## config.mk

```make
export PLATFORM = sky130hd
export DESIGN_NAME = multi_button_debouncer
export DESIGN_NICKNAME = d
export VERILOG_FILES = /design/src/hdl/mbd_pkg.sv /design/src/hdl/multi_button_debouncer.sv
export SDC_FILE = /design/constraint.sdc
export NUM_CORES = 1
export LEC_CHECK = 0
export BUFFER_PORTS_ARGS = -buffer_cell sky130_fd_sc_hd__buf_4
export CAP_MARGIN = 10
export CORE_MARGIN = 10
export CORE_UTILIZATION = 35
export CTS_CLUSTER_SIZE = 14
export DETAILED_ROUTE_END_ITERATION = 12
export PLACE_DENSITY = 0.52
export SETUP_SLACK_MARGIN = 0.2
export SLEW_MARGIN = 10
export SYNTH_ARGS = -nofsm -noshare
export SYNTH_HDL_FRONTEND = slang
export SYNTH_SLANG_ARGS = --single-unit
```

## constraint.sdc

```tcl
create_clock -name clk_i -period 9.55 [get_ports clk_i]
set_input_delay 0.4775 -clock clk_i [delete_from_list [all_inputs] [get_ports clk_i]]
set_output_delay 0.4775 -clock clk_i [all_outputs]
set_load 0.01 [all_outputs]
```

## src/hdl/mbd_pkg.sv

```systemverilog
package mbd_pkg;

  localparam int ButtonIndexW = 4;
  localparam int BounceTimeW = 8;
  localparam int DefaultButtonCount = 16;
  localparam int ApbAddrW = 2;
  localparam int ApbDataW = 32;

  localparam logic [BounceTimeW-1:0] BounceTimeReset = 8'd10;

  // Byte address of the bounce time register.
  localparam logic [ApbAddrW-1:0] RegBounceTimeAddr = 2'd0;

  typedef enum logic [1:0] {
    PhaseReleased = 2'd0,
    PhasePressed = 2'd1,
    PhaseBouncing = 2'd2
  } phase_e;

endpackage

```

## src/hdl/multi_button_debouncer.sv

```systemverilog
// Debouncer for a bank of push buttons, one raw pin sample per transaction.
// Input channel: button_index_i and pin_level_i with in_valid_i; the block
// drives in_stall_o. Output channel: debounced_level_o with out_valid_o; the
// receiver drives out_stall_i. Every input transaction yields exactly one
// output transaction, in order.
// A sample is captured in the input register, then the button's entry is
// read, updated and written back in the same cycle as the result is loaded
// into the output register. A new sample is taken every cycle unless
// in_stall_o is high; the per-button state is a small flip-flop array updated
// by a single read-modify-write per sample, so samples of the same button may
// follow each other directly.
// When the receiver stalls, the held result stays on the output, one more
// sample may still be taken into the input register, and after that
// in_stall_o rises until the output drains.
// Reset clears all buttons to released with zeroed run counters, sets the
// bounce time to 10 and empties both registers. The user must write the
// bounce time via APB only while no transaction is in flight; it is not enforced.
module multi_button_debouncer #(
  parameter int BUTTON_COUNT = mbd_pkg::DefaultButtonCount
) (
  input  logic                               clk_i,
  input  logic                               rst_ni,

  input  logic                               in_valid_i,
  output logic                               in_stall_o,
  input  logic [mbd_pkg::ButtonIndexW-1:0]   button_index_i,
  input  logic                               pin_level_i,

  output logic                               out_valid_o,
  input  logic                               out_stall_i,
  output logic                               debounced_level_o,

  input  logic                               psel,
  input  logic                               penable,
  input  logic                               pwrite,
  input  logic [mbd_pkg::ApbAddrW-1:0]       paddr,
  input  logic [mbd_pkg::ApbDataW-1:0]       pwdata,
  output logic [mbd_pkg::ApbDataW-1:0]       prdata,
  output logic                               pready
);
  import mbd_pkg::*;

  // Only indices that the index field can carry need storage.
  localparam int IndexRange = 2 ** ButtonIndexW;
  localparam int EntryCount = (BUTTON_COUNT < IndexRange) ? BUTTON_COUNT : IndexRange;
  localparam int EntryIdxW = (EntryCount > 1) ? $clog2(EntryCount) : 1;

  // Configuration register.
  logic [BounceTimeW-1:0] bounce_time_q;
  logic                   cfg_write;

  assign pready = 1'b1;
  assign cfg_write = psel && penable && pwrite && (paddr == RegBounceTimeAddr);
  assign prdata = (paddr == RegBounceTimeAddr) ?
                  ApbDataW'(bounce_time_q) : '0;

  always_ff @(posedge clk_i or negedge rst_ni) begin
    if (!rst_ni) begin
      bounce_time_q <= BounceTimeReset;
    end else if (cfg_write) begin
      bounce_time_q <= pwdata[BounceTimeW-1:0];
    end
  end

  // Input register.
  logic                    in_valid_q;
  logic [ButtonIndexW-1:0] button_index_q;
  logic                    pin_level_q;
  logic                    out_free;
  logic                    advance;
  logic                    in_take;

  assign out_free = !out_valid_o || !out_stall_i;
  assign advance = in_valid_q && out_free;
  assign in_stall_o = in_valid_q && !out_free;
  assign in_take = in_valid_i && !in_stall_o;

  always_ff @(posedge clk_i or negedge rst_ni) begin
    if (!rst_ni) begin
      in_valid_q <= 1'b0;
    end else if (in_take) begin
      in_valid_q <= 1'b1;
    end else if (advance) begin
      in_valid_q <= 1'b0;
    end
  end

  always_ff @(posedge clk_i) begin
    if (in_take) begin
      button_index_q <= button_index_i;
      pin_level_q <= pin_level_i;
    end
  end

  // Per-button state.
  phase_e                 phase_q [EntryCount];
  logic                   stable_q [EntryCount];
  logic [BounceTimeW-1:0] high_run_q [EntryCount];
  logic [BounceTimeW-1:0] low_run_q [EntryCount];

  logic                   in_range;
  logic [EntryIdxW-1:0]   entry_idx;
  phase_e                 phase_cur;
  logic                   stable_cur;
  logic [BounceTimeW-1:0] high_cur;
  logic [BounceTimeW-1:0] low_cur;
  phase_e                 phase_d;
  logic                   stable_d;
  logic [BounceTimeW-1:0] high_d;
  logic [BounceTimeW-1:0] low_d;
  logic                   result_d;

  assign in_range = 32'(button_index_q) < BUTTON_COUNT;
  assign entry_idx = button_index_q[EntryIdxW-1:0];
  assign phase_cur = phase_q[entry_idx];
  assign stable_cur = stable_q[entry_idx];
  assign high_cur = high_run_q[entry_idx];
  assign low_cur = low_run_q[entry_idx];

  always_comb begin
    phase_d = phase_cur;
    stable_d = stable_cur;
    high_d = high_cur;
    low_d = low_cur;
    result_d = 1'b0;
    unique case (phase_cur)
      PhasePressed: begin
        if (!pin_level_q) begin
          phase_d = PhaseBouncing;
          stable_d = 1'b1;
        end
        result_d = 1'b1;
      end
      PhaseBouncing: begin
        if (pin_level_q) begin
          low_d = '0;
          high_d = high_cur + 1'b1;
        end else begin
          high_d = '0;
          low_d = low_cur + 1'b1;
        end
        result_d = stable_cur;
        // The high run is checked first; only one run can be nonzero anyway.
        if (high_d == bounce_time_q) begin
          phase_d = PhasePressed;
          high_d = '0;
          result_d = 1'b1;
        end else if (low_d == bounce_time_q) begin
          phase_d = PhaseReleased;
          low_d = '0;
          result_d = 1'b0;
        end
      end
      default: begin
        // Released, and the unused phase code, which behaves the same.
        if (pin_level_q) begin
          phase_d = PhaseBouncing;
          stable_d = 1'b0;
        end
        result_d = 1'b0;
      end
    endcase
    // Samples for buttons that do not exist leave no trace and read as released.
    if (!in_range) begin
      result_d = 1'b0;
    end
  end

  always_ff @(posedge clk_i or negedge rst_ni) begin
    if (!rst_ni) begin
      for (int i = 0; i < EntryCount; i++) begin
        phase_q[i] <= PhaseReleased;
        stable_q[i] <= 1'b0;
        high_run_q[i] <= '0;
        low_run_q[i] <= '0;
      end
    end else if (advance && in_range) begin
      phase_q[entry_idx] <= phase_d;
      stable_q[entry_idx] <= stable_d;
      high_run_q[entry_idx] <= high_d;
      low_run_q[entry_idx] <= low_d;
    end
  end

  // Output register.
  logic out_valid_q;
  logic result_q;

  always_ff @(posedge clk_i or negedge rst_ni) begin
    if (!rst_ni) begin
      out_valid_q <= 1'b0;
    end else if (advance) begin
      out_valid_q <= 1'b1;
    end else if (!out_stall_i) begin
      out_valid_q <= 1'b0;
    end
  end

  always_ff @(posedge clk_i) begin
    if (advance) begin
      result_q <= result_d;
    end
  end

  assign out_valid_o = out_valid_q;
  assign debounced_level_o = result_q;

endmodule

```

==> impl_metrics.py, run 1 <==
metrics = {
    "timing": {
        "timing.setup.tns_ps": 0,
        "rsz0062_at_grt": "no",
        "period_share_pct": 61.15,
        "finalHoldViolCount": 1,
        "slew_headroom_pct": 18.26,
        "drv_slew": 0,
        "finalClockSkew_ps": 28.51,
        "fin_ws_ps": 3710,
        "fin_hold_ws_ps": -5.712,
        "setup_viol": 0,
        "tightest_slew_ps": 1218,
        "post-route-min-period_ps": 5840,
        "max_freq_mhz": 171.2,
    },
    "die": {
        "dieHeight_microns": 233.5,
        "num_io_pins": 82,
        "die_x_microns": 233.5,
        "dieArea_sq_um": 54520,
        "start_util_pct": 35.31,
        "core_sq_um": 45190,
        "num_rows": 78,
    },
    "worst_setup_path": {
        "end_kind": "flop",
        "reg2reg_depth": 16,
        "crit_required_ps": 9930,
        "arrival_ps": 6220,
        "worst-path-max-fanout": 23,
        "critPathLaunchType": "flop",
        "crit_type": "reg2reg",
    },
    "global_routing": {
        "met1_usage_pct": 23.15,
        "overflow": 0,
        "grt_antenna_before_repair": 0,
        "grt_usage_pct": 16.46,
        "grt_pass1_vias": 11050,
        "grtUsageMet2_pct": 25.60,
        "use_met3_pct": 2.718,
        "grt_pass1_wl_microns": 68480,
        "grt_max_degree": 112,
        "grt_busiest_layer": "met2",
    },
    "synthesis": {
        "synth.yosys.seq_area_share_pct": 50.40,
        "async_flop_share_pct": 98.13,
        "synth_top_area_cell": "dfrtp_1",
        "avgSynthCellArea_sq_um": 10.71,
        "synth_top_area_share_pct": 48.94,
        "synthesis.instances": 1489,
        "ys_warn_count": 0,
        "synthDistinctLibCells": 83,
        "ys.flop_type": "dfrtp_1",
        "ys_ff_latch": 320,
        "synth_edf_count": 6,
        "syn_area_sq_um": 15950,
        "synth_top_cells_by_area": "dfrtp_1 49%, mux4_2 7.8%, o21ai_0 5.8%",
    },
    "job": {
        "drv_cap": 0,
    },
    "route": {
        "drt-total-wl_microns": 44990,
        "first_iter_violations": 1033,
        "num_vias": 11320,
        "ant_nets": 0,
        "first_pass_iters": 5,
        "drcViolationCount": 0,
        "wire_per_inst_microns": 21.25,
        "viasPerCell": 5.345,
    },
    "cells_and_area": {
        "area_growth_pct": 11.47,
        "num_antenna_cells": 0,
        "layout-drive-gt1-share_pct": 18.46,
        "multiInputGateArea_sq_um": 7182,
        "num-fill-cells": 4390,
        "seq_area_sq_um": 8040,
        "fin_nets": 1539,
        "design_area_sq_um": 17780,
    },
    "clock_tree": {
        "cts_hold_buf": 0,
        "clk_path_buf_depth": 3,
        "clk_latency_ps": 550,
        "root_buffer": "clkbuf_16",
        "clk_transition_reported_paths_ps": 60,
        "cts_sinks": 320,
        "cts_tree": "yes",
        "cts-htree-levels": 2,
        "cts_resized": 0,
        "numCtsBuffers": 37,
        "cts_setup_buffers": 0,
    },
    "min_path": {
        "hp-class": "in2async",
    },
    "status": {
        "violations": "negative hold slack",
        "status": "finished with violations",
    },
    "placed_design": {
        "dp_hpwl_microns": 27580,
        "io_buffers": 32,
        "place_area_sq_um": 16610,
        "gp_congestion": 0.8612,
        "post-place-ws_ps": 3755,
    },
    "power_and_ir_drop": {
        "ir_drop_mv": 0.1531,
        "p_leak_nw": 7.662,
        "p_per_area_nw_per_um2": 227.4,
    },
}
==> placed cells by master, fill, tap and decap left out, types with 3 or more instances in the layout <==
| cell type | netlist | routed |
|---|---|---|
| dfrtp_1 | 312 | 312 |
| nand2_1 | 233 | 233 |
| o21ai_0 | 184 | 184 |
| nor2_1 | 184 | 183 |
| buf_4 | 29 | 76 |
| a21oi_1 | 75 | 74 |
| mux4_2 | 55 | 55 |
| clkbuf_16 | 0 | 37 |
| mux2_2 | 33 | 33 |
| a31oi_1 | 26 | 26 |
| conb_1 | 2 | 25 |
| mux4_1 | 23 | 23 |
| nand3_1 | 16 | 16 |
| mux2i_1 | 16 | 16 |
| and2_1 | 13 | 13 |
| inv_1 | 12 | 12 |
| a22oi_1 | 12 | 12 |
| a31oi_2 | 11 | 11 |
| mux2_4 | 10 | 10 |
| clkinv_2 | 0 | 10 |
| nand2b_1 | 9 | 9 |
| clkbuf_1 | 83 | 9 |
| xnor2_1 | 8 | 8 |
| nor2b_1 | 7 | 7 |
| nor3_1 | 11 | 7 |
| a22o_1 | 7 | 7 |
| edfxtp_1 | 6 | 6 |
| and3_1 | 5 | 5 |
| xor2_1 | 5 | 5 |
| clkbuf_8 | 0 | 5 |
| or2_2 | 4 | 4 |
| nor3_2 | 0 | 4 |
| o31ai_4 | 4 | 4 |
| ha_1 | 4 | 4 |
| nor2_4 | 3 | 3 |
| clkinv_1 | 1 | 3 |
| a21o_1 | 3 | 3 |
==> flip-flops by register name (all words and copies together), names as in the netlist <==
register           count
in_valid_q             1
bounce_time_q          8
out_valid_o            1
button_index_q         4
pin_level_q            1
phase_q               32
high_run_q           128
low_run_q            128
debounced_level_o      1
stable_q              16
==> layer usage <==
layer | part of all wire (%) | vias up
met5 | 0 | -
met4 | 2.6 | 0
met3 | 5.9 | 78
met2 | 45 | 332
met1 | 47 | 5693
li1 | - | 5213
==> cell families (layout without fill, tap and decap cells) <==
| family | Yosys count | after routing | synth area share, % |
|---|---|---|---|
| other | 2 | 25 | 0.04707 |
| adders and majority gates | 4 | 4 | 0.3137 |
| DFF | 320 | 320 | 50.40 |
| buffers and inverters | 153 | 158 | 5.333 |
| and+or+nand+nor | 505 | 505 | 13.53 |
| muxes | 137 | 137 | 15.83 |
| xor gates and xnor gates | 16 | 16 | 1.059 |
| AOI/OAI and AO/OA | 352 | 352 | 13.50 |
==> Yosys cell counts (4+ instances only) <==
library cell,n
buf_2,10
nor2b_1,7
mux2i_1,16
o31ai_4,4
edfxtp_1,6
o21ai_0,184
buf_4,29
dfrtp_1,312
nand2_1,233
mux4_2,55
and3_1,5
a31oi_2,11
ha_1,4
buf_6,6
a31oi_1,26
and2_1,13
nor3_1,11
buf_1,4
mux4_1,23
a21oi_1,75
xnor2_1,8
mux2_4,10
a22oi_1,12
nand3_1,16
clkbuf_1,83
mux2_2,33
nand2b_1,9
inv_1,12
xor2_1,5
buf_12,6
nor2_1,184
a22o_1,7
or2_2,4
==> worst max-delay path: stages, from the launching register on <==
cell and delay (ps):
edfxtp_1 340, buf_4 390, and2_1 760, a22oi_1 240, and2_1 300, inv_1 160, ha_1 200, inv_1 70
nor2_1 80, a32o_2 260, or4b_4 520, xnor3_1 240, and4b_1 200, a221o_1 280, and3_1 420, o21ai_1 1040
a21oi_1 160
==> area by class of cell <==
cell class	instances	area share, %
Sequential cell	320	45.21
Multi-Input combinational cell	1039	40.38
Clock buffer	51	5.783
Tap cell	600	4.221
Timing Repair Buffer	78	3.405
Clock inverter	16	0.7246
Inverter	13	0.2744
==> stage by stage <==
step / power (mW) / cells / util (%)
2_1_floorplan: 2.435 / 1512 / -
3_3_place_gp: 2.683 / 2050 / 36.77
3_5_place_dp: 2.708 / 2050 / 36.77
4_1_cts: 4.072 / 2117 / 39.33
5_1_grt: 4.267 / 2117 / 39.36
6_report: 4.044 / 2117 / 39.36
==> worst paths after layout <==
path / slack (ps) / to / from
worst max register to register: 3710 / low_run_q[112]$_DFFE_PN0P_ / button_index_q[3]$_DFFE_PP_
worst max-delay path: 3710 / low_run_q[112]$_DFFE_PN0P_ / button_index_q[3]$_DFFE_PP_
max in group asynchronous: 7340 / high_run_q[70]$_DFFE_PN0P_ / rst_ni
worst min-delay path: -6 / phase_q[8]$_DFFE_PN0P_ / rst_ni
worst min register to register: 470 / high_run_q[112]$_DFFE_PN0P_ / high_run_q[112]$_DFFE_PN0P_
min in group clk_i: 120 / button_index_q[1]$_DFFE_PP_ / button_index_i[1]
==> where the power goes <==
part	switching [mW]	internal (mW)	total, mW
sequential	0.148	1.63	1.77
combinational	0.547	0.368	0.915
clock	0.571	0.785	1.36
Note: power is estimated with default switching activity, not from simulation.
==> run 2, diff against run 1 <==
==> constraint.sdc (replaced) <==
create_clock -name clk_i -period 5.9 [get_ports clk_i]
set_input_delay 0.295 -clock clk_i [delete_from_list [all_inputs] [get_ports clk_i]]
set_output_delay 0.295 -clock clk_i [all_outputs]
set_load 0.01 [all_outputs]
==> run 2 against run 1 <==
The flow now finishes without violations. Via count decreased by 0.25%. Cell count increased by 0.85%. Highest routed layer unchanged. Design area increased by 1.2%. Core utilization increased by 0.48 points. Sequential share of layout area is 0.54 points lower.
==> impl_metrics.py, run 2 (synthesis gave the netlist of run 1 again) <==
metrics = {
    "clock_tree": {
        "root_buffer": "clkbuf_16",
        "cts-htree-levels": 2,
        "numCtsBuffers": 35,
        "cts_tree": "yes",
        "clk_transition_reported_paths_ps": 60,
        "cts_sinks": 320,
        "clk_latency_ps": 520,
        "clk_path_buf_depth": 3,
        "cts_setup_buffers": 0,
    },
    "route": {
        "num_vias": 11290,
        "first_iter_violations": 1015,
        "first_pass_iters": 5,
        "viasPerCell": 5.287,
        "ant_nets": 0,
        "drt-total-wl_microns": 44770,
        "drcViolationCount": 0,
        "wire_per_inst_microns": 20.97,
    },
    "cells_and_area": {
        "area_growth_pct": 12.83,
        "final_cell_mix": "312 x dfrtp_1, 233 x nand2_1, 184 x nor2_1, 184 x o21ai_0, 90 x buf_4",
        "final_util_pct": 39.84,
        "design_area_sq_um": 18000,
        "final_common_cell": "dfrtp_1",
        "num_antenna_cells": 0,
        "instances_no_fill": 2135,
        "largestRegisters": "high_run_q x128, low_run_q x128, phase_q x32",
        "fin_nets": 1564,
        "layout-drive-gt1-share_pct": 18.89,
        "num-fill-cells": 4342,
    },
    "die": {
        "start_util_pct": 35.31,
        "die_x_microns": 233.5,
        "dieHeight_microns": 233.5,
        "core_sq_um": 45190,
        "dieArea_sq_um": 54520,
        "num_io_pins": 82,
        "num_rows": 78,
    },
    "status": {
        "status": "complete, no violations",
    },
    "power_and_ir_drop": {
        "p_leak_nw": 7.777,
        "ir_drop_mv": 0.1763,
        "p_per_area_nw_per_um2": 363.5,
        "p_total_mw": 6.544,
    },
    "global_routing": {
        "grt_antenna_before_repair": 0,
        "grt_max_degree": 138,
        "grt_usage_pct": 16.37,
        "grt_pass1_wl_microns": 69120,
        "grt_pass1_vias": 11060,
        "overflow": 0,
    },
    "worst_setup_path": {
        "crit_top_cell": "inv_1",
        "end_kind": "flop",
        "crit_chain": "buf_4, mux4_2, a22oi_1, and2_1, inv_1, ha_1, inv_1, nor2_1, a32o_2, or4b_4, xnor3_1, and4b_1, a221o_1, and3_1, o21ai_1, a21oi_1",
        "crit_type": "reg2reg",
        "r2r_slack_ps": 690,
        "critPathLaunchType": "flop",
        "regToRegEndpoint": "low_run_q[24]$_DFFE_PN0P_",
        "crit_required_ps": 6240,
        "arrival_ps": 5550,
        "cp_slowest_cell": "o21ai_1",
        "reg2reg_depth": 16,
        "slowest_delay_ps": 990,
        "worst-path-max-fanout": 16,
        "reg2reg_from": "button_index_q[1]$_DFFE_PP_",
    },
    "min_path": {
        "hp-class": "in2reg",
        "min_from": "pwdata[4]",
        "holdPathEnd": "bounce_time_q[4]$_DFFE_PN0P_",
        "hold_depth": 2,
    },
    "timing": {
        "tightest_slew_ps": 1254,
        "timing.setup.tns_ps": 0,
        "fin_hold_ws_ps": 15.66,
        "slew_headroom_pct": 15.86,
        "finalHoldViolCount": 0,
        "drv_slew": 0,
        "rsz0062_at_grt": "no",
        "period_share_pct": 88.39,
        "fin_ws_ps": 685.3,
        "max_freq_mhz": 191.8,
        "setup_viol": 0,
        "post-route-min-period_ps": 5215,
        "finalClockSkew_ps": 12.18,
    },
    "placed_design": {
        "gp_congestion": 0.8451,
        "post-place-ws_ps": 781.7,
        "dp_hpwl_microns": 28990,
        "place_area_sq_um": 16780,
        "io_buffers": 32,
        "dp_cells": 2067,
    },
    "job": {
        "drv_cap": 0,
    },
}
==> run 2: metal layers <==
metal / up-vias / global-route usage (%) / part of all wire [%]
met3: 57 / 2.512 / 5.8
met4: 0 / 5.180 / 2.5
met5: - / 0 / 0
met1: 5677 / 22.99 / 46
met2: 312 / 25.57 / 46
li1: 5242 / - / -
==> run 2: what timing repair did <==
item                                   4_1_cts  5_1_grt
hold buffers                                10        0
resized for setup                            0        0
endpoints found under the hold margin      125        0
==> run 2: worst max-delay path: cells and delay by family (launching register included) <==
| kind | cells | cell delay, ps |
|---|---|---|
| muxes | 1 | 200 |
| buffers and inverters | 3 | 480 |
| adders and majority gates | 1 | 210 |
| and+or+nand+nor | 5 | 1270 |
| xor gates and xnor gates | 1 | 240 |
| AOI/OAI and AO/OA | 5 | 1800 |
| DFF | 1 | 830 |
==> run 2: worst max-delay path by stage <==
stage	depth (start not counted)	start	endpoint	slack [ps]
floorplan	15	button_index_q[1]$_DFFE_PP_	phase_q[16]$_DFFE_PN0P_	1440
global placement	15	button_index_q[2]$_DFFE_PP_	low_run_q[32]$_DFFE_PN0P_	800
detailed placement	16	button_index_q[1]$_DFFE_PP_	low_run_q[112]$_DFFE_PN0P_	780
CTS	16	button_index_q[1]$_DFFE_PP_	low_run_q[96]$_DFFE_PN0P_	760
global route	15	button_index_q[2]$_DFFE_PP_	low_run_q[24]$_DFFE_PN0P_	430
finish	16	button_index_q[1]$_DFFE_PP_	low_run_q[24]$_DFFE_PN0P_	690
==> run 2: area by class of cell <==
class | instances | area (sq um) | share of cell area, %
Clock inverter | 6 | 55.05 | 0.3058
Timing Repair Buffer | 105 | 870.8 | 4.838
Multi-Input combinational cell | 1039 | 7173 | 39.85
Sequential cell | 320 | 8040 | 44.67
Clock buffer | 52 | 1062 | 5.901
Inverter | 13 | 48.80 | 0.2711
Tap cell | 600 | 750.7 | 4.170
==> run 2: where the power goes <==
group,internal [mW],switching (mW)
sequential,2.63,0.243
combinational,0.621,0.890
clock,1.28,0.877
